<file path="src/hw/rtl/scs1_pkg.sv">
`timescale 1ns / 1ps
`default_nettype none
// ----------------------------------------------------------------------------
// scs1_pkg
// Scancode set 1 codes and the US key tables for the set-1 to ASCII decoder.
// ----------------------------------------------------------------------------
package scs1_pkg;

  localparam int unsigned ScanW  = 8;
  localparam int unsigned CharW  = 7;
  localparam int unsigned ArrowW = 3;
  localparam int unsigned KeyW   = 6;
  localparam int unsigned OutW   = CharW + 1 + 1 + ArrowW;
  localparam int unsigned OutBytesW = ((OutW + 7) / 8) * 8;

  localparam logic [ScanW-1:0] LSHIFT_PRESS   = 8'h2A;
  localparam logic [ScanW-1:0] RSHIFT_PRESS   = 8'h36;
  localparam logic [ScanW-1:0] LSHIFT_RELEASE = 8'hAA;
  localparam logic [ScanW-1:0] RSHIFT_RELEASE = 8'hB6;
  localparam logic [ScanW-1:0] CAPS_RELEASE   = 8'hBA;
  localparam logic [ScanW-1:0] CTRL_PRESS     = 8'h1D;
  localparam logic [ScanW-1:0] CTRL_RELEASE   = 8'h9D;
  localparam logic [ScanW-1:0] KEY_UP         = 8'h48;
  localparam logic [ScanW-1:0] KEY_DOWN       = 8'h50;
  localparam logic [ScanW-1:0] KEY_LEFT       = 8'h4B;
  localparam logic [ScanW-1:0] KEY_RIGHT      = 8'h4D;
  localparam logic [ScanW-1:0] KEY_L          = 8'h26;
  localparam logic [ScanW-1:0] TABLE_LEN      = 8'd58;

  typedef enum logic [ArrowW-1:0] {
    ARROW_NONE  = 3'd0,
    ARROW_UP    = 3'd1,
    ARROW_DOWN  = 3'd2,
    ARROW_LEFT  = 3'd3,
    ARROW_RIGHT = 3'd4
  } arrow_t;

  typedef struct packed {
    logic [ArrowW-1:0] arrow_code;
    logic              clear_screen;
    logic              char_valid;
    logic [CharW-1:0]  ascii_char;
  } result_t;

  // Digit and punctuation keys: case comes from shift alone.
  function automatic logic shift_only(input logic [KeyW-1:0] k);
    return (k <= 6'd13) || (k == 6'd26) || (k == 6'd27) || (k == 6'd43) ||
           (k >= 6'd39 && k <= 6'd41) || (k >= 6'd51 && k <= 6'd53);
  endfunction

  function automatic logic [CharW-1:0] plain_char(input logic [KeyW-1:0] k);
    logic [CharW-1:0] c;
    unique case (k)
      6'd1:  c = 7'h1B;  6'd2:  c = 7'h31;  6'd3:  c = 7'h32;  6'd4:  c = 7'h33;
      6'd5:  c = 7'h34;  6'd6:  c = 7'h35;  6'd7:  c = 7'h36;  6'd8:  c = 7'h37;
      6'd9:  c = 7'h38;  6'd10: c = 7'h39;  6'd11: c = 7'h30;  6'd12: c = 7'h2D;
      6'd13: c = 7'h3D;  6'd14: c = 7'h08;  6'd15: c = 7'h09;  6'd16: c = 7'h71;
      6'd17: c = 7'h77;  6'd18: c = 7'h65;  6'd19: c = 7'h72;  6'd20: c = 7'h74;
      6'd21: c = 7'h79;  6'd22: c = 7'h75;  6'd23: c = 7'h69;  6'd24: c = 7'h6F;
      6'd25: c = 7'h70;  6'd26: c = 7'h5B;  6'd27: c = 7'h5D;  6'd28: c = 7'h0A;
      6'd30: c = 7'h61;  6'd31: c = 7'h73;  6'd32: c = 7'h64;  6'd33: c = 7'h66;
      6'd34: c = 7'h67;  6'd35: c = 7'h68;  6'd36: c = 7'h6A;  6'd37: c = 7'h6B;
      6'd38: c = 7'h6C;  6'd39: c = 7'h3B;  6'd40: c = 7'h27;  6'd41: c = 7'h60;
      6'd43: c = 7'h5C;  6'd44: c = 7'h7A;  6'd45: c = 7'h78;  6'd46: c = 7'h63;
      6'd47: c = 7'h76;  6'd48: c = 7'h62;  6'd49: c = 7'h6E;  6'd50: c = 7'h6D;
      6'd51: c = 7'h2C;  6'd52: c = 7'h2E;  6'd53: c = 7'h2F;  6'd55: c = 7'h2A;
      6'd57: c = 7'h20;
      default: c = 7'h00;
    endcase
    return c;
  endfunction

  // Shifted symbols of the shift-only keys.
  function automatic logic [CharW-1:0] shift_symbol(input logic [KeyW-1:0] k);
    logic [CharW-1:0] c;
    unique case (k)
      6'd1:  c = 7'h1B;  6'd2:  c = 7'h21;  6'd3:  c = 7'h40;  6'd4:  c = 7'h23;
      6'd5:  c = 7'h24;  6'd6:  c = 7'h25;  6'd7:  c = 7'h5E;  6'd8:  c = 7'h26;
      6'd9:  c = 7'h2A;  6'd10: c = 7'h28;  6'd11: c = 7'h29;  6'd12: c = 7'h5F;
      6'd13: c = 7'h2B;  6'd26: c = 7'h7B;  6'd27: c = 7'h7D;  6'd39: c = 7'h3A;
      6'd40: c = 7'h22;  6'd41: c = 7'h7E;  6'd43: c = 7'h7C;  6'd51: c = 7'h3C;
      6'd52: c = 7'h3E;  6'd53: c = 7'h3F;
      default: c = 7'h00;
    endcase
    return c;
  endfunction

endpackage
`default_nettype wire

</file>
<file path="src/hw/rtl/scancode_set1_to_ascii.sv">
`timescale 1ns / 1ps
`default_nettype none
// An accepted input beat goes through the input register and then the result register.
// Throughput: 1 beat per cycle; the input register and the result register form a
// two-stage pipeline that advances whenever the result register is empty or taken.
// Reset (rst, synchronous, active high) clears shift, caps lock, ctrl and both
// valid flags.
// ----------------------------------------------------------------------------
// scancode_set1_to_ascii
// Keeps shift, caps lock and ctrl flags and translates set-1 press codes to
// ASCII, with Ctrl+L reported as clear screen and arrow presses as a code.
// ----------------------------------------------------------------------------
module scancode_set1_to_ascii (
  input  wire logic        clk,
  input  wire logic        rst,
  input  wire logic        s_tvalid,
  output logic             s_tready,
  input  wire logic [7:0]  s_tdata,   // [7:0] scan_byte
  output logic             m_tvalid,
  input  wire logic        m_tready,
  output logic [15:0]      m_tdata    // [6:0] ascii_char, [7] char_valid,
                                      // [8] clear_screen, [11:9] arrow_code, zero pad
);

  logic shift_held, caps_on, ctrl_held;
  logic shift_next, caps_next, ctrl_next;

  // input register: byte and the flags as updated by that byte
  logic                          in_valid;
  logic [scs1_pkg::ScanW-1:0]    in_byte;
  logic                          in_shift, in_caps, in_ctrl;

  scs1_pkg::result_t             res, res_next;
  logic                          out_valid;

  logic s_accept, in_advance;

  assign in_advance = in_valid && (!out_valid || m_tready);
  assign s_tready   = !in_valid || in_advance;
  assign s_accept   = s_tvalid && s_tready;

  always_comb begin
    shift_next = shift_held;
    caps_next  = caps_on;
    ctrl_next  = ctrl_held;
    if (s_tdata == scs1_pkg::LSHIFT_PRESS || s_tdata == scs1_pkg::RSHIFT_PRESS) begin
      shift_next = 1'b1;
    end else if (s_tdata == scs1_pkg::LSHIFT_RELEASE ||
                 s_tdata == scs1_pkg::RSHIFT_RELEASE) begin
      shift_next = 1'b0;
    end
    if (s_tdata == scs1_pkg::CAPS_RELEASE) begin
      caps_next = !caps_on;
    end
    if (s_tdata == scs1_pkg::CTRL_PRESS) begin
      ctrl_next = 1'b1;
    end else if (s_tdata == scs1_pkg::CTRL_RELEASE) begin
      ctrl_next = 1'b0;
    end
  end

  // translation of the registered byte
  logic [scs1_pkg::KeyW-1:0]  key;
  logic                       only_shift, up, is_press, in_table;
  logic [scs1_pkg::CharW-1:0] plain, ch;

  always_comb begin
    key        = in_byte[scs1_pkg::KeyW-1:0];
    is_press   = !in_byte[scs1_pkg::ScanW-1];
    in_table   = in_byte < scs1_pkg::TABLE_LEN;
    only_shift = scs1_pkg::shift_only(key);
    up         = only_shift ? in_shift : (in_shift ^ in_caps);
    plain      = scs1_pkg::plain_char(key);
    if (!up) begin
      ch = plain;
    end else if (only_shift) begin
      ch = scs1_pkg::shift_symbol(key);
    end else if (plain[6:5] == 2'b11) begin
      ch = plain & 7'h5F;  // letter: fold to upper case
    end else begin
      ch = plain;
    end

    res_next = '0;
    unique case (in_byte)
      scs1_pkg::KEY_UP:    res_next.arrow_code = scs1_pkg::ARROW_UP;
      scs1_pkg::KEY_DOWN:  res_next.arrow_code = scs1_pkg::ARROW_DOWN;
      scs1_pkg::KEY_LEFT:  res_next.arrow_code = scs1_pkg::ARROW_LEFT;
      scs1_pkg::KEY_RIGHT: res_next.arrow_code = scs1_pkg::ARROW_RIGHT;
      default:             res_next.arrow_code = scs1_pkg::ARROW_NONE;
    endcase
    if (is_press && in_table) begin
      if (in_ctrl && in_byte == scs1_pkg::KEY_L) begin
        res_next.clear_screen = 1'b1;
      end else if (ch != '0) begin
        res_next.ascii_char = ch;
        res_next.char_valid = 1'b1;
      end
    end
  end

  always_ff @(posedge clk) begin
    if (rst) begin
      shift_held <= 1'b0;
      caps_on    <= 1'b0;
      ctrl_held  <= 1'b0;
      in_valid   <= 1'b0;
      out_valid  <= 1'b0;
    end else begin
      if (s_accept) begin
        shift_held <= shift_next;
        caps_on    <= caps_next;
        ctrl_held  <= ctrl_next;
        in_valid   <= 1'b1;
      end else if (in_advance) begin
        in_valid   <= 1'b0;
      end
      if (in_advance) begin
        out_valid <= 1'b1;
      end else if (m_tready) begin
        out_valid <= 1'b0;
      end
    end
  end

  always_ff @(posedge clk) begin
    if (s_accept) begin
      in_byte  <= s_tdata;
      in_shift <= shift_next;
      in_caps  <= caps_next;
      in_ctrl  <= ctrl_next;
    end
    if (in_advance) begin
      res <= res_next;
    end
  end

  assign m_tvalid = out_valid;
  assign m_tdata  = {(scs1_pkg::OutBytesW - scs1_pkg::OutW)'(0), res};

  // ---------------------------------------------------------------------------
  ca_caps_toggle: assert property (@(posedge clk) disable iff (rst)
    s_accept && s_tdata == scs1_pkg::CAPS_RELEASE |=> caps_on != $past(caps_on))
    else $error("caps lock did not toggle on caps release");

  ca_clear_no_char: assert property (@(posedge clk) disable iff (rst)
    m_tvalid |-> !(res.clear_screen && res.char_valid))
    else $error("clear screen reported together with a character");

  ca_arrow_no_char: assert property (@(posedge clk) disable iff (rst)
    m_tvalid && res.arrow_code != scs1_pkg::ARROW_NONE |-> !res.char_valid)
    else $error("arrow key produced a character");

  ca_valid_char: assert property (@(posedge clk) disable iff (rst)
    m_tvalid |-> (res.char_valid == (res.ascii_char != '0)))
    else $error("char_valid disagrees with ascii_char");

  ca_no_lost_beat: assert property (@(posedge clk) disable iff (rst)
    out_valid && !m_tready |=> out_valid && $stable(res))
    else $error("stalled result changed");

endmodule
`default_nettype wire
</file>
<file path="config.mk">
export PLATFORM = sky130hd
export DESIGN_NAME = scancode_set1_to_ascii
export DESIGN_NICKNAME = d
export VERILOG_FILES = /design/src/hw/rtl/scs1_pkg.sv /design/src/hw/rtl/scancode_set1_to_ascii.sv
export SDC_FILE = /design/constraint.sdc
export NUM_CORES = 1
export LEC_CHECK = 0
export BUFFER_PORTS_ARGS = -buffer_cell sky130_fd_sc_hd__buf_4
export CAP_MARGIN = 30
export CELL_PAD_IN_SITES_DETAIL_PLACEMENT = 2
export CELL_PAD_IN_SITES_GLOBAL_PLACEMENT = 2
export CORE_UTILIZATION = 37
export DETAILED_ROUTE_END_ITERATION = 7
export PLACE_DENSITY = 0.83
export SLEW_MARGIN = 20
export SYNTH_ARGS = -nofsm -noshare
export SYNTH_HDL_FRONTEND = slang
export SYNTH_SLANG_ARGS = --single-unit
</file>
<file path="constraint.sdc">
create_clock -name clk -period 3.05 [get_ports clk]
set_input_delay 0.1525 -clock clk [delete_from_list [all_inputs] [get_ports clk]]
set_output_delay 0.1525 -clock clk [all_outputs]
set_load 0.05 [all_outputs]
</file>
Yosys cells after proc, flatten, opt, wreduce, memory -nomap -nowiden --
Memories as Yosys holds them, arrays and structs flattened. A register that Yosys moved wholly into a read port is not among the register bits. Index checks and enable logic that the tools add are counted.
Word-level totals: flip-flop bits (word level) 28, bits in read-only memories 896, input port bits 12, output and inout port bits 18, word-level logic and storage cells 82, memories kept 2
Memories:
- (name not given) | words 64, bits a word 7, read ports 1, clocked after memory_dff 1, write ports 0, RTL line scs1_pkg.sv:53 | unique case (k)
- (name not given) | words 64, bits a word 7, read ports 1, clocked after memory_dff 1, write ports 0, RTL line scs1_pkg.sv:76 | unique case (k)
Operators by class: order comparisons 6, equal/unequal tests 16, muxes and demuxes 18, bitwise operators 3, reduce and logical (&&, ||, !) cells 24
Operators with widths (number):
- $eq 8x7->1 const B | 4
- $eq 8x8->1 const B | 4
- $eq 8x6->1 const B | 3
- $mux 6 | 3
- $mux 7 | 2
- $eq 6x5->1 const B | 2
- $ge 6x6->1 const B | 2
- $le 6x6->1 const B | 2
- $pmux 3 s4 | 1
- $mux 1 | 11
- $logic_or 1x1->1 | 9
- $eq 8x5->1 const B | 1
- $lt 8x6->1 const B | 1
- $mux 8 | 1
- $reduce_bool 7->1 | 1
- $eq 6x6->1 const B | 1
- $le 6x4->1 const B | 1
- $logic_and 1x1->1 | 6
- $logic_not 1->1 | 4
- $reduce_bool 2->1 | 2
- $reduce_or 3->1 | 1
- $eq 2x2->1 const B | 1
- $not 1->1 | 2
- $reduce_or 2->1 | 1
- $xor 1x1->1 | 1

Logic depth before layout (Yosys ltp) --
Gate-level depths: netlist of the first run.
word-level depth 11, gate-level depth with buffers 13, depth with buffers taken out 11

Worst setup path before layout of the first run --
OpenSTA, ideal clock, no wires.
path kind flip-flop to flip-flop, from register out_valid (netlist: m_tvalid), to register, netlist name plain[1], library setup time 0.131 ns, data arrival time 2.655 ns, required time 2.919 ns, slack 0.263 ns, stages on the path, launching flop included 12, path buffers 2, clock period less this slack 2.787 ns, cell sequence dfxtp_1 > and3b_4 > inv_2 > and2_4 > o22ai_4 > inv_2 > buf_6 > ha_1 > clkbuf_1 > a221o_1 > a32oi_1 > a21oi_1
Between the ends: word-level cells in the longest chain between the ends 6
Ends and longest elaborated chain:
- from (decl) | RTL line scancode_set1_to_ascii.sv:34 | logic out_valid;
- from (signal assigned) | RTL line scancode_set1_to_ascii.sv:108 | out_valid <= 1'b0;
- from (signal assigned) | RTL line scancode_set1_to_ascii.sv:119 | out_valid <= 1'b1;
- from (signal assigned) | RTL line scancode_set1_to_ascii.sv:121 | out_valid <= 1'b0;
- $logic_not 1->1 | RTL line scancode_set1_to_ascii.sv:38 | assign in_advance = in_valid && (!out_valid || m_tready);
- $logic_or 1x1->1 | RTL line scancode_set1_to_ascii.sv:38
- $logic_and 1x1->1 | RTL line scancode_set1_to_ascii.sv:38
- $logic_or 1x1->1 | RTL line scancode_set1_to_ascii.sv:39 | assign s_tready = !in_valid || in_advance;
- named net s_tready | RTL line scancode_set1_to_ascii.sv:17 | output logic s_tready,
- $logic_and 1x1->1 | RTL line scancode_set1_to_ascii.sv:40 | assign s_accept = s_tvalid && s_tready;
- $mux 6 (no source line)
The timed path passes the listed nets, and every way through them passes these cells. A chain may end at the register's enable or synchronous reset.

==> metrics.txt, run 1 <==
outcome finished, final reports clean; placed cells 455; hold crit path type in2reg; clock sink total 42; Rel. slew slack 0.395; synth warn 0; Finished Cell Area 0.00337 sq mm; Util after Layout 0.430; Fin. Hold Viols 0; Post-synth EDFFs 23; vias in the first global route 2903; CP cell instances and3b_4 -> inv_2 -> and2_4 -> o22ai_4 -> inv_2 -> ha_1 -> inv_1 -> mux2i_1 -> a211oi_1 -> o21ai_0 -> nand2_1; most frequent cells in the layout nor2_1 (40), nand2_1 (39), buf_4 (34); htree depth 2; Reg2Reg Launch Point in_valid$_SDFFE_PP0P_; initial core utilization 0.387; Crit path buffers/inverters 3; CP Class reg2reg; setup bufs post-CTS 0; fmax 0.356 GHz; routed via count 2780; DR pass1 iterations 4; RSZ-0062 raised after global routing no; cell count after synthesis approximately 350; Final period util 0.921; Layout area overhead 11.0%; FP Rows 32; hold worst-path end in_byte[6]$_DFFE_PP_; fill cell count 876; Clk pin slew, worst setup/hold paths 90 ps; Final #Nets about 390; Synth cell types between 60 and 70; ANT cells 0; worst vdd ir 0.000170 V; top_reg_cell synth edfxtp_1; GRT Util Overall 0.244; first-pass GRT wire length around 16000 um; Clock Skew 6.72 ps; Yosys reg bits 42; sequential-to-total area share from yosys stat 0.352; Slew Viols, Final 0; power density over the cells 474 mW/mm^2; final setup violation count 0; First DRT Iteration DRCs 134; CP top delay family simple AND/OR/NAND/NOR gates; Min Clock Period, post-route 2810 ps; CP max FO 21; Async SR Flop Fraction 0; I/O pins 30; CP max stage cell dfxtp_1; Post-DP Area 0.00326 sq mm; HPWL Detailed 7480 um; worst reg-to-reg setup slack 240 ps; routed vias/inst 6.00; Data arrival, critical path 3050 ps; # DRC 0; FF+latch area about 0.0011 sq mm; commonest non-fill, non-tap cell in the layout nor2_1; crit-path max cell delay 460 ps; startpoint types register; share of cells above drive strength 1 0.161; total die area ~0.0086 sq mm; largest net degree at the start of global routing 22; multi-input logic area 0.00177 sq mm; CTS tree yes; Fin Setup TNS 0 ps; die height 92.6 um; CP Data Required Time about 3300 ps; die width 92.6 um; Worst-Margin Slew 903 ps; WL per Instance between 20 and 25 um; CP dominant cell by count inv_2; Syn Area/Cell 8.81 sq um; crit end category register; Antenna Violating Nets Remaining 0; total CTS buffers 5; antenna violations before repair 0; hold path depth 1; Core ar. ~0.008 sq mm; final wirelength approximately 10000 um; LEAKAGE 1.30 nW; global placement routability congestion 0.897; Root Buffer clkbuf_8; Mapped Area 0.00304 sq mm; Cell Count, Final, Fillers Out 463; Max clock buf depth 2; FF-to-FF path depth 11; Max-cap violations 0; clk_lat worst skew around 300 ps; PortBufs 25; beginning of the critical path in_valid$_SDFFE_PP0P_; total gr overflow 0; min-delay src s_tdata[6]
==> final cells by class <==
type	instances	area share
tap	102	0.0378
inverter	10	0.0111
clock buffer	6	0.0215
sequential	42	0.318
timing repair buffer	34	0.0757
clock inverter	2	0.0111
multi-input combinational	267	0.525
==> cells in the mapped netlist (6+ instances only) <==
library cell   n  area share
a21oi_1       17       0.028
buf_2         11       0.018
buf_4          7       0.017
clkbuf_1       7      0.0086
dfxtp_1       19        0.13
edfxtp_1      23        0.23
ha_1          13       0.054
inv_1          6      0.0074
mux2i_1       12       0.040
nand2_1       39       0.048
nand2b_1       6       0.012
nand3_1        8       0.013
nand4b_1       6       0.017
nor2_1        40       0.049
nor2b_1        6       0.012
o21ai_0       20       0.033
==> worst register-to-register path, delay by kind of cell (launching register included) <==
kind | cells | cell delay [ps]
buffers and inverters | 3 | 420
adder cells (fa/ha/maj) | 1 | 360
multiplexers | 1 | 110
flip-flops | 1 | 460
AND/OR/NAND/NOR | 3 | 720
AO/OA/AOI/OAI | 3 | 680
==> repair_timing <==
action / in CTS / in global routing
hold buffers: 0 / 0
endpoints found under the setup margin: 0 / 3
resized for setup: 0 / 1
==> worst max path at each step <==
stage / depth (start not counted) / end / slack [ps]
2_1_floorplan: 11 / plain[1]$_DFF_P_ / 260
3_3_place_gp: 9 / plain[1]$_DFF_P_ / 370
3_5_place_dp: 9 / plain[1]$_DFF_P_ / 220
4_1_cts: 10 / register / 200
5_1_grt: 9 / plain[2]$_DFF_P_ / 30
6_report: 11 / register / 240
==> metal layers <==
metal	routed length, um	track usage
met1	4340	0.315
met4	136	0.0731
met2	5000	0.431
met5	0	0
met3	410	0.0189
==> kinds of logic (layout without fill, tap and decap cells) <==
family	count (synthesis)	after routing	share of synthesized area
XOR/XNOR	5	5	0.0144
buffers and inverters	39	52	0.0687
other	1	4	0.00123
AND/OR/NAND/NOR	128	128	0.209
multiplexers	13	13	0.0445
flip-flops	42	42	0.352
adder cells (fa/ha/maj)	13	13	0.0535
AO/OA/AOI/OAI	104	104	0.256
==> through the flow <==
| step | worst slack (ps) | power [mW] | hold slack (ps) |
|---|---|---|---|
| finish | 240 | 1.60 | 51.8 |
| global route | 25.7 | 1.67 | 41.1 |
| CTS | 203 | 1.61 | 43.1 |
| detailed placement | 224 | 1.15 | 358 |
| global placement | 370 | 1.13 | 354 |
| floorplan | 263 | 1.01 | 225 |
==> power breakdown <==
part | total (mW) | switching (mW) | internal [mW]
clock network | 0.451 | 0.207 | 0.245
registers | 0.691 | 0.0419 | 0.650
logic | 0.456 | 0.299 | 0.156
Note: power is estimated with default switching activity, not from simulation.
==> run 2, diff against run 1 <==
Settings changed: CELL_PAD_IN_SITES_DETAIL_PLACEMENT 2 to 1.
==> run 2 against run 1 <==
  * Maximum frequency decreased by 0.86%
  * Non-clock buffer count grew 5
  * Sequential power barely moved
  * Die area stayed put
  * Combinational power down 0.9%
  * Final area up 1.9%
  * Critical path type unchanged
  * Highest routed layer unchanged
==> metrics.txt, run 2 (synthesized netlist as in run 1, its figures left out) <==
Slew Viols, Final 0; worst vdd ir 0.000182 V; power density over the cells between 400 and 500 mW/mm^2; global placement routability congestion around 0.9; Fin Setup TNS 0 ps; clk_lat worst skew ~300 ps; vias in the first global route 2713; Rel. slew slack 0.432; first-pass GRT wire length 14400 um; # DRC 0; Clk pwr share 0.320; Finished Cell Area 0.00344 sq mm; Layout area overhead 13.1%; total CTS buffers 5; switch share 0.320; Core ar. 0.00785 sq mm; final wirelength between 8000 and 9000 um; Fin. Hold Viols 0; Reg power frac 0.411; largest net degree at the start of global routing 22; post-CTS sizing 0; die width ~93 um; Final period util 0.929; RSZ-0062 raised after global routing no; CTS tree yes; hold crit path type in2reg; total die area between 0.008 and 0.009 sq mm; DR pass1 iterations 4; Clock Skew 2.91 ps; Antenna Violating Nets Remaining 0; antenna violations before repair 0; Post-DP Area 0.00326 sq mm; worst hold margin 47.7 ps; crit end category register; initial core utilization 0.387; HPWL Detailed ~6600 um; Final #Nets 390; Worst-Margin Slew 848 ps; crit-path max cell delay 480 ps; final setup violation count 0; die height 92.6 um; total gr overflow 0; most frequent cells in the layout nor2_1 (40), nand2_1 (39), buf_4 (39); CP Data Required Time 3240 ps; hold buffers post-CTS 0; Tot Pwr about 1.7 mW; outcome finished, final reports clean; PortBufs 25; GRT Util Overall 0.215; LEAKAGE 1.34 nW; htree depth 2; fmax 0.353 GHz; CP Class reg2reg; fill cell count 953; CP cell instances and3b_4 -> inv_2 -> and2_4 -> o22ai_4 -> buf_4 -> ha_1 -> a221oi_2 -> a221oi_1 -> a211o_1; Max-cap violations 0; routed via count around 2700; CP top delay family compound AO/OA/AOI/OAI gates; Data arrival, critical path about 3000 ps; I/O pins 30; worst reg-to-reg setup slack 220 ps; internal power 1.14 mW; FP Rows 32; startpoint types register; share of cells above drive strength 1 0.172; Min Clock Period, post-route 2830 ps; P_sw 0.538 mW; Max clock buf depth 2; Crit path buffers/inverters 2; clock sink total 42; setup bufs post-CTS 0; commonest non-fill, non-tap cell in the layout nor2_1; Root Buffer clkbuf_8; CP max stage cell dfxtp_1; Logic pwr share 0.269; CP max FO 21; ANT cells 0; WL per Instance 18.8 um; routed vias/inst slightly below 6; First DRT Iteration DRCs 165; Clk pin slew, worst setup/hold paths 90 ps
## run 2: path summary, 6_finish.rpt
| path | from | to | cells past startpoint |
|---|---|---|---|
| worst max register to register | m_tvalid$_SDFFE_PP0P_ | plain[0]$_DFF_P_ | 9 |
| worst min register to register | caps_on$_SDFFE_PP0P_ | caps_on$_SDFFE_PP0P_ | 2 |
| worst min-delay path | s_tdata[6] | in_byte[6]$_DFFE_PP_ | 1 |
| worst max-delay path | m_tvalid$_SDFFE_PP0P_ | plain[0]$_DFF_P_ | 9 |
## run 2: per-stage QoR
| step | std cells | worst slack, ps | utilization |
|---|---|---|---|
| 3_3_place_gp | 455 | 370 | 0.416 |
| 6_report | 468 | 215 | 0.438 |
| 5_1_grt | 468 | 63.1 | 0.438 |
| 2_1_floorplan | 348 | 263 | - |
| 4_1_cts | 463 | 216 | 0.433 |
| 3_5_place_dp | 455 | 231 | 0.416 |
## run 2: cell type report
class	instances	area, sq um	area share
multi-input cells	267	1770	0.515
flip-flops and latches	42	1070	0.312
repair buffers	39	293	0.0852
well taps	102	128	0.0371
clock buffers	5	68.8	0.0200
clock inverters	3	68.8	0.0200
inverters	10	37.5	0.0109
## run 2: per-layer routing
layer  part of all wire  up-vias  track usage
li1                   -     1317            -
met1               0.47     1348        0.293
met2               0.48       63        0.356
met3              0.038       11       0.0205
met4              0.014        0       0.0705
met5                  0        -            0
## run 2: worst register-to-register path, delay by kind of cell (launching register included)
family / cells / cell delay (ps)
compound gates: 4 / 1010
fa+ha+maj: 1 / 340
buf+inv: 2 / 270
flops: 1 / 480
simple gates: 2 / 640
## run 2: power by group through the flow
stage | Clock [mW] | Sequential, mW | Combinational (mW)
2_1_floorplan | 0 | 0.716 | 0.299
3_3_place_gp | 0 | 0.700 | 0.433
3_5_place_dp | 0 | 0.702 | 0.439
4_1_cts | 0.544 | 0.689 | 0.441
5_1_grt | 0.561 | 0.695 | 0.493
6_report | 0.536 | 0.689 | 0.452
